`config.mk`:
```
export PLATFORM = sky130hd
export DESIGN_NAME = qph_rem
export DESIGN_NICKNAME = d
export VERILOG_FILES = /design/src/qph_pkg.sv /design/src/qph_rem.sv
export SDC_FILE = /design/constraint.sdc
export NUM_CORES = 1
export LEC_CHECK = 0
export ABC_AREA = 1
export BUFFER_PORTS_ARGS = -buffer_cell sky130_fd_sc_hd__buf_2
export CORE_ASPECT_RATIO = 0.5
export CORE_MARGIN = 3
export CORE_UTILIZATION = 42
export CTS_BUF_LIST = sky130_fd_sc_hd__clkbuf_2 sky130_fd_sc_hd__clkbuf_4 sky130_fd_sc_hd__clkbuf_8
export CTS_CLUSTER_DIAMETER = 80
export DETAILED_ROUTE_END_ITERATION = 7
export PLACE_DENSITY = 0.56
export SLEW_MARGIN = 15
export SYNTH_ARGS = -nofsm -noshare
export SYNTH_HDL_FRONTEND = slang
export SYNTH_SLANG_ARGS = --single-unit
export TNS_END_PERCENT = 10
```
`constraint.sdc`:
```
create_clock -name clk -period 9.65 [get_ports clk]
set_input_delay 1.93 -clock clk [delete_from_list [all_inputs] [get_ports clk]]
set_output_delay 1.93 -clock clk [all_outputs]
set_load 0.01 [all_outputs]
```
`src/qph_pkg.sv`:
```
// shared constants for the quadratic probe hash table
// no dependencies; imported by qph_rem and quadratic_probe_hash_table_top
`timescale 1ns / 1ps

package qph_pkg;

	localparam int TABLE_DEPTH = 16384;
	localparam int ADDR_W      = $clog2(TABLE_DEPTH);
	localparam int SIZE_W      = 15;
	localparam int CNT_W       = 15;
	localparam int KEY_W       = 32;

	// remainder unit retires this many dividend bits per cycle
	localparam int REM_BITS_PER_CYC = 4;
	localparam int REM_STEPS        = KEY_W / REM_BITS_PER_CYC;
	localparam int REM_STEP_W       = $clog2(REM_STEPS);

	localparam logic [SIZE_W-1:0] SIZE_RESET = SIZE_W'(16381);

	localparam logic KIND_INSERT = 1'b0;
	localparam logic KIND_SEARCH = 1'b1;

endpackage

```
`src/qph_rem.sv`:
```
// iterative remainder unit: dividend mod divisor, REM_BITS_PER_CYC dividend bits per cycle
// depends on qph_pkg
`timescale 1ns / 1ps

module qph_rem
	import qph_pkg::*;
(
	input  logic              clk,
	input  logic              arst_n,
	input  logic              start,
	input  logic [KEY_W-1:0]  dividend,
	input  logic [SIZE_W-1:0] divisor,
	output logic              done,
	output logic [SIZE_W-1:0] rem
);

	logic                  busy_q;
	logic [REM_STEP_W-1:0] step_q;
	logic [KEY_W-1:0]      shift_q;
	logic [SIZE_W-1:0]     div_q;
	logic [SIZE_W-1:0]     rem_q;
	logic [SIZE_W-1:0]     rem_next;

	// restoring steps over the top dividend bits
	always_comb begin
		logic [SIZE_W:0] trial;
		rem_next = rem_q;
		for (int b = 0; b < REM_BITS_PER_CYC; b++) begin
			trial = {rem_next, shift_q[KEY_W-1-b]};
			if (trial >= {1'b0, div_q}) begin
				trial = trial - {1'b0, div_q};
			end
			rem_next = trial[SIZE_W-1:0];
		end
	end

	always_ff @(posedge clk or negedge arst_n) begin
		if (!arst_n) begin
			busy_q <= 1'b0;
			step_q <= '0;
			done   <= 1'b0;
		end else begin
			done <= !start && busy_q && (step_q == REM_STEP_W'(REM_STEPS - 1));
			if (start) begin
				busy_q <= 1'b1;
				step_q <= '0;
			end else if (busy_q) begin
				step_q <= step_q + 1'b1;
				if (step_q == REM_STEP_W'(REM_STEPS - 1)) begin
					busy_q <= 1'b0;
				end
			end
		end
	end

	always_ff @(posedge clk) begin
		if (start) begin
			shift_q <= dividend;
			div_q   <= divisor;
			rem_q   <= '0;
		end else if (busy_q) begin
			shift_q <= shift_q << REM_BITS_PER_CYC;
			rem_q   <= rem_next;
		end
	end

	assign rem = rem_q;

endmodule

```
==> results_dict.tcl, run 1 <==
set metrics [dict create \
    yosys_warnings 0 \
    grt_pass1_vias 5800 \
    clock_path_buffers 2 \
    fp.dieW_um 185 \
    cpLargestDelayFamily "simple AND/OR/NAND/NOR gates" \
    syn_nets 1090 \
    reg2reg_from "div_q[1]" \
    insertion_delay_ps 360 \
    seq_area_frac_synth 0.274 \
    hold_depth 1 \
    max_freq_mhz 114 \
    crit_cells 45 \
    syn_area_per_cell_sq_um 6.87 \
    first_pass_iters 5 \
    synthCells 974 \
    crit_top_cell "nand2_1" \
    slew_viol_final 0 \
    syn-cell-area_sq_um 6690 \
    root_buffer "clkbuf_8" \
    async_reset_ff_frac 0.0746 \
    cts_made_buffers 9 \
    layout-drive-gt1-share 0.121 \
    r2r_cells 45 \
    fin_nets 1157 \
    critPathLaunch "div_q[1]" \
    htreeDepth 3 \
    finalHoldViolCount 0 \
    die_area_sq_um 17600 \
    synth_top_flop_cell "edfxtp_1" \
    n_antenna_cell 0 \
    grtUsageTotal 0.242 \
    clock_sinks 67 \
    drc 0 \
    io_buffers 65 \
    path_clk_slew_ps 80 \
    drt_iter0_markers 537 \
    timing.rr.end "rem[13]" \
    syn2layout_area_growth_pct 11.1 \
    worst_slew_pin_slew_ps 842 \
    synth_common_cells "359 x nand2_1, 128 x inv_1, 91 x nand3_1" \
    wire_per_inst_um 16.8 \
    period_share 0.906 \
    startpoint_type "flop" \
    antenna_found_initial 1 \
    crit_fanout 21 \
    io_pins 66 \
    rrSetupSlack_ps 910 \
    slowest_stage "edfxtp_1" \
    grt_pass1_wl_mm 32.2 \
    place.gp.congestion 0.967 \
    finalCriticalPeriod_ps 8740 \
    postCtsSetupRepairBufs 0 \
    hp-start "step_q[0]" \
    clock_skew_ps 9.51 \
    yosysMostFrequentCell "nand2_1" \
    outcome "finished clean" \
    setup_violations 0 \
    initial_core_util 0.446 \
    die-height_um 95.3 \
    synthTopCellsByArea "edfxtp_1 21%, nand2_1 20%, ha_1 12%, inv_1 7.2%, nand3_1 6.8%" \
    critPathBufInv 6 \
    num_vias 6431 \
    place_hpwl_mm 16.8 \
    cts_tree "built" \
    max_cap_viol_count 0 \
    tns_ps 0 \
    required_ps 9910 \
    via_per_inst 5.17 \
    yosys_register_bits 67 \
    critPathArrivalTime_ps 9000 \
    totalWireLength_mm 20.9 \
    rsz0062_at_grt "no" \
    grt_max_degree 51 \
    postRouteAntennaNets 0 \
    gr-total-overflow 0 \
    min_to "step_q[0]" \
    yosys.area.top_type "edfxtp_1" \
    synth.distinct_cells 46 \
    worst-setup-path-type "reg2reg" \
    max_stage_delay_ps 520 \
    synth_edf_count 47 \
    rows 31 \
    hold_class "reg2reg" \
    core_area_sq_um 15000 \
    endpoint_kind "flop" \
    slew_headroom 0.438 \
    synth_top_area_frac 0.211 \
]
==> metrics by stage <==
step | setup WS, ps | instance area [sq um] | utilization | std cells | hold WS, ps
global placement | 891 | 7230 | 0.482 | 1228 | 493
CTS | 737 | 7430 | 0.495 | 1244 | 513
detailed placement | 783 | 7230 | 0.482 | 1228 | 498
floorplan | 2370 | 6690 | - | 974 | 464
global route | 76.3 | 7440 | 0.495 | 1244 | 536
finish | 906 | 7440 | 0.495 | 1244 | 508
==> layout make-up <==
| type | instances | area [sq um] |
|---|---|---|
| repair buffers | 77 | 415 |
| clock inverters | 6 | 72.6 |
| flip-flops and latches | 67 | 1840 |
| well taps | 198 | 248 |
| fillers | 1588 | 7570 |
| multi-input cells | 755 | 4240 |
| inverters | 131 | 497 |
| clock buffers | 10 | 131 |
==> sequential cells by signal, summed over array words and instances (netlist names) <==
register / cells
shift_q: 32
div_q: 15
rem: 15
step_q: 3
busy_q: 1
done: 1
==> worst max-delay path by stage <==
stage,end,slack [ps]
2_1_floorplan,rem[12],2370
3_3_place_gp,rem[11],890
3_5_place_dp,rem[11],780
4_1_cts,rem[11],740
5_1_grt,rem[14],80
6_report,rem[13],910
==> routing by layer <==
metal  vias up  wire length (um)  GRT usage
met5         -                13          0
met4         2               433     0.0654
met3        28              1670     0.0541
met2       210              8010      0.332
met1      2877             10800      0.375
li1       3314                 -          -
==> layout by cell type, fill, tap and decap left out, drive strengths merged, types with 2 or more instances in the layout <==
master / instances
clkbuf: 10
o2111ai: 2
dfxtp: 15
clkinv: 2
a22o: 2
edfxtp: 47
inv: 133
xnor2: 24
nand2: 369
nor3: 6
dfrtp: 5
nand3b: 10
nand4: 14
o21bai: 4
o211ai: 3
ha: 62
a21boi: 5
buf: 77
a21oi: 46
xor2: 18
o21ai: 27
nor2: 46
fa: 4
nand3: 102
a21o: 4
==> timing repair <==
action | 4_1_cts | 5_1_grt
gates resized for setup | 0 | 1
hold buffers | 0 | 0
endpoints found under the setup margin | 0 | 15
==> kinds of logic (layout without fill, tap and decap cells) <==
logic type / after synthesis / in the layout / synth area share
simple gates: 550 / 550 / 0.364
buf+inv: 152 / 224 / 0.0931
compound gates: 97 / 97 / 0.0853
flops: 67 / 67 / 0.274
fa+ha+maj: 66 / 66 / 0.128
xor+xnor: 42 / 42 / 0.0550
Power of run 1 is left out: the tool's default activity adds up to more than one toggle a clock period on the data nets, which glitch-free logic cannot reach.
==> run 2, diff against run 1 <==
Settings changed: CELL_PAD_IN_SITES_DETAIL_PLACEMENT set to 0, CELL_PAD_IN_SITES_GLOBAL_PLACEMENT set to 1, CORE_ASPECT_RATIO 0.5 to 0.8, PLACE_DENSITY 0.56 to 0.88.
==> run 2 against run 1 <==
Net effect:
- die area decreased by 0.47%
- first-iteration DRC count up 9.1%
- sequential share of layout area shrank 0.070 points
- flip-flop and latch count did not move
- worst setup slack gained 240 ps
- fmax increased by 2.9%
- count of clock-buffer cells in the layout is the same
- core utilization shrank 0.84 points
- non-clock buffer count down 3
- cell count up 0.72%
- wire length fell by 3.9%
- largest cell class unchanged
==> results_dict.tcl, run 2 (synthesis gave the netlist of run 1 again) <==
set metrics [dict create \
    required_ps 9950 \
    path_clk_slew_ps 80 \
    wire_per_inst_um 16.0 \
    antenna_found_initial 0 \
    setup_violations 0 \
    n_antenna_cell 0 \
    hp-start "shift_q[16]" \
    io_buffers 65 \
    clock_path_buffers 2 \
    mostFrequentLayoutCells "358 x nand2_1, 128 x inv_1, 91 x nand3_1" \
    initial_core_util 0.437 \
    hold_class "reg2reg" \
    syn2layout_area_growth_pct 11.4 \
    finalCriticalPeriod_ps 8500 \
    clock_skew_ps 12.5 \
    final_common_cell "nand2_1" \
    rows 40 \
    busiest_layer "met1" \
    grt_pass1_wl_mm 31.6 \
    max_stage_delay_ps 520 \
    fp.dieW_um 147 \
    drt_iter0_markers 586 \
    max_freq_mhz 118 \
    postRouteAntennaNets 0 \
    root_buffer "clkbuf_8" \
    first_pass_iters 5 \
    slew_headroom 0.428 \
    timing.rr.end "rem[4]" \
    nFillCells 1578 \
    rsz0062_at_grt "no" \
    largest_reg_flops 32 \
    gr-total-overflow 0 \
    fin_nets 1154 \
    via_per_inst 5.12 \
    cts_tree "built" \
    r2r_cells 45 \
    drc 0 \
    core_area_sq_um 15300 \
    die-height_um 119 \
    grt.met1_usage 0.349 \
    htreeDepth 3 \
    tns_ps 0 \
    period_share 0.881 \
    finalHoldViolCount 0 \
    endpoint_kind "flop" \
    worst-setup-path-type "reg2reg" \
    reg2reg_from "div_q[1]" \
    io_pins 66 \
    totalWireLength_mm 20.1 \
    max_cap_viol_count 0 \
    grt_util_met2 0.324 \
    hold_depth 2 \
    outcome "finished clean" \
    crit_top_cell "nand2_1" \
    critPathArrivalTime_ps 8800 \
    cts_made_buffers 9 \
    largest-register "shift_q" \
    slowest_stage "fa_1" \
    slew_viol_final 0 \
    die_area_sq_um 17500 \
    layout-drive-gt1-share 0.120 \
    crit_fanout 21 \
    cts_hold_buffers 0 \
    clock_sinks 67 \
    place.gp.congestion 0.955 \
    num_vias 6413 \
    gr-usage-met3 0.0533 \
    grt_max_degree 51 \
    worst_slew_pin_slew_ps 857 \
    rrSetupSlack_ps 1150 \
    insertion_delay_ps 360 \
    grtUsageTotal 0.230 \
    min_to "shift_q[20]" \
    grt_pass1_vias 5928 \
    startpoint_type "flop" \
    place_hpwl_mm 16.3 \
]
==> run 2: critical path, delay by kind of cell (launching register included) <==
| kind | cells | cell delay, ps |
|---|---|---|
| AND/OR/NAND/NOR | 26 | 3760 |
| AO/OA/AOI/OAI | 10 | 2200 |
| adder cells (fa/ha/maj) | 4 | 1510 |
| flip-flops | 1 | 510 |
| buffers and inverters | 5 | 480 |
==> run 2: metrics by stage <==
step	setup slack, ps	instance area [sq um]	hold WS, ps	std cells	utilization
2_1_floorplan	2370	6690	464	974	-
3_3_place_gp	900	7220	490	1237	0.471
3_5_place_dp	756	7220	496	1237	0.471
4_1_cts	705	7440	507	1253	0.486
5_1_grt	212	7460	531	1253	0.487
6_report	1150	7460	508	1253	0.487
==> run 2: worst max-delay path by stage <==
stage,from,slack (ps),endpoint,cells past startpoint
after floorplan,div_q[1],2370,rem[12],48
after global placement,div_q[1],900,rem[4],44
after detailed placement,div_q[1],760,rem[4],45
after CTS,div_q[1],700,rem[4],45
after global routing,div_q[1],210,rem[13],44
final,div_q[1],1150,rem[4],45
==> run 2: area by class of cell <==
cell class	instances	area, sq um	share of cell area
well taps	210	263	0.0352
clock inverters	6	88.8	0.0119
multi-input cells	755	4250	0.570
repair buffers	74	393	0.0527
inverters	131	497	0.0666
flip-flops and latches	67	1840	0.246
clock buffers	10	131	0.0176
==> run 2: metal layers <==
metal | up-vias | share of wire
met4 | 0 | 0.023
met2 | 235 | 0.40
met1 | 2852 | 0.48
met3 | 32 | 0.092
li1 | 3294 | -
met5 | - | 0
==> run 2: repair_timing <==
action | CTS | global route
buffers inserted | 0 | 0
setup endpoints to repair | 0 | 15
resized for setup | 0 | 3
Power of run 2 is left out for the same reason.
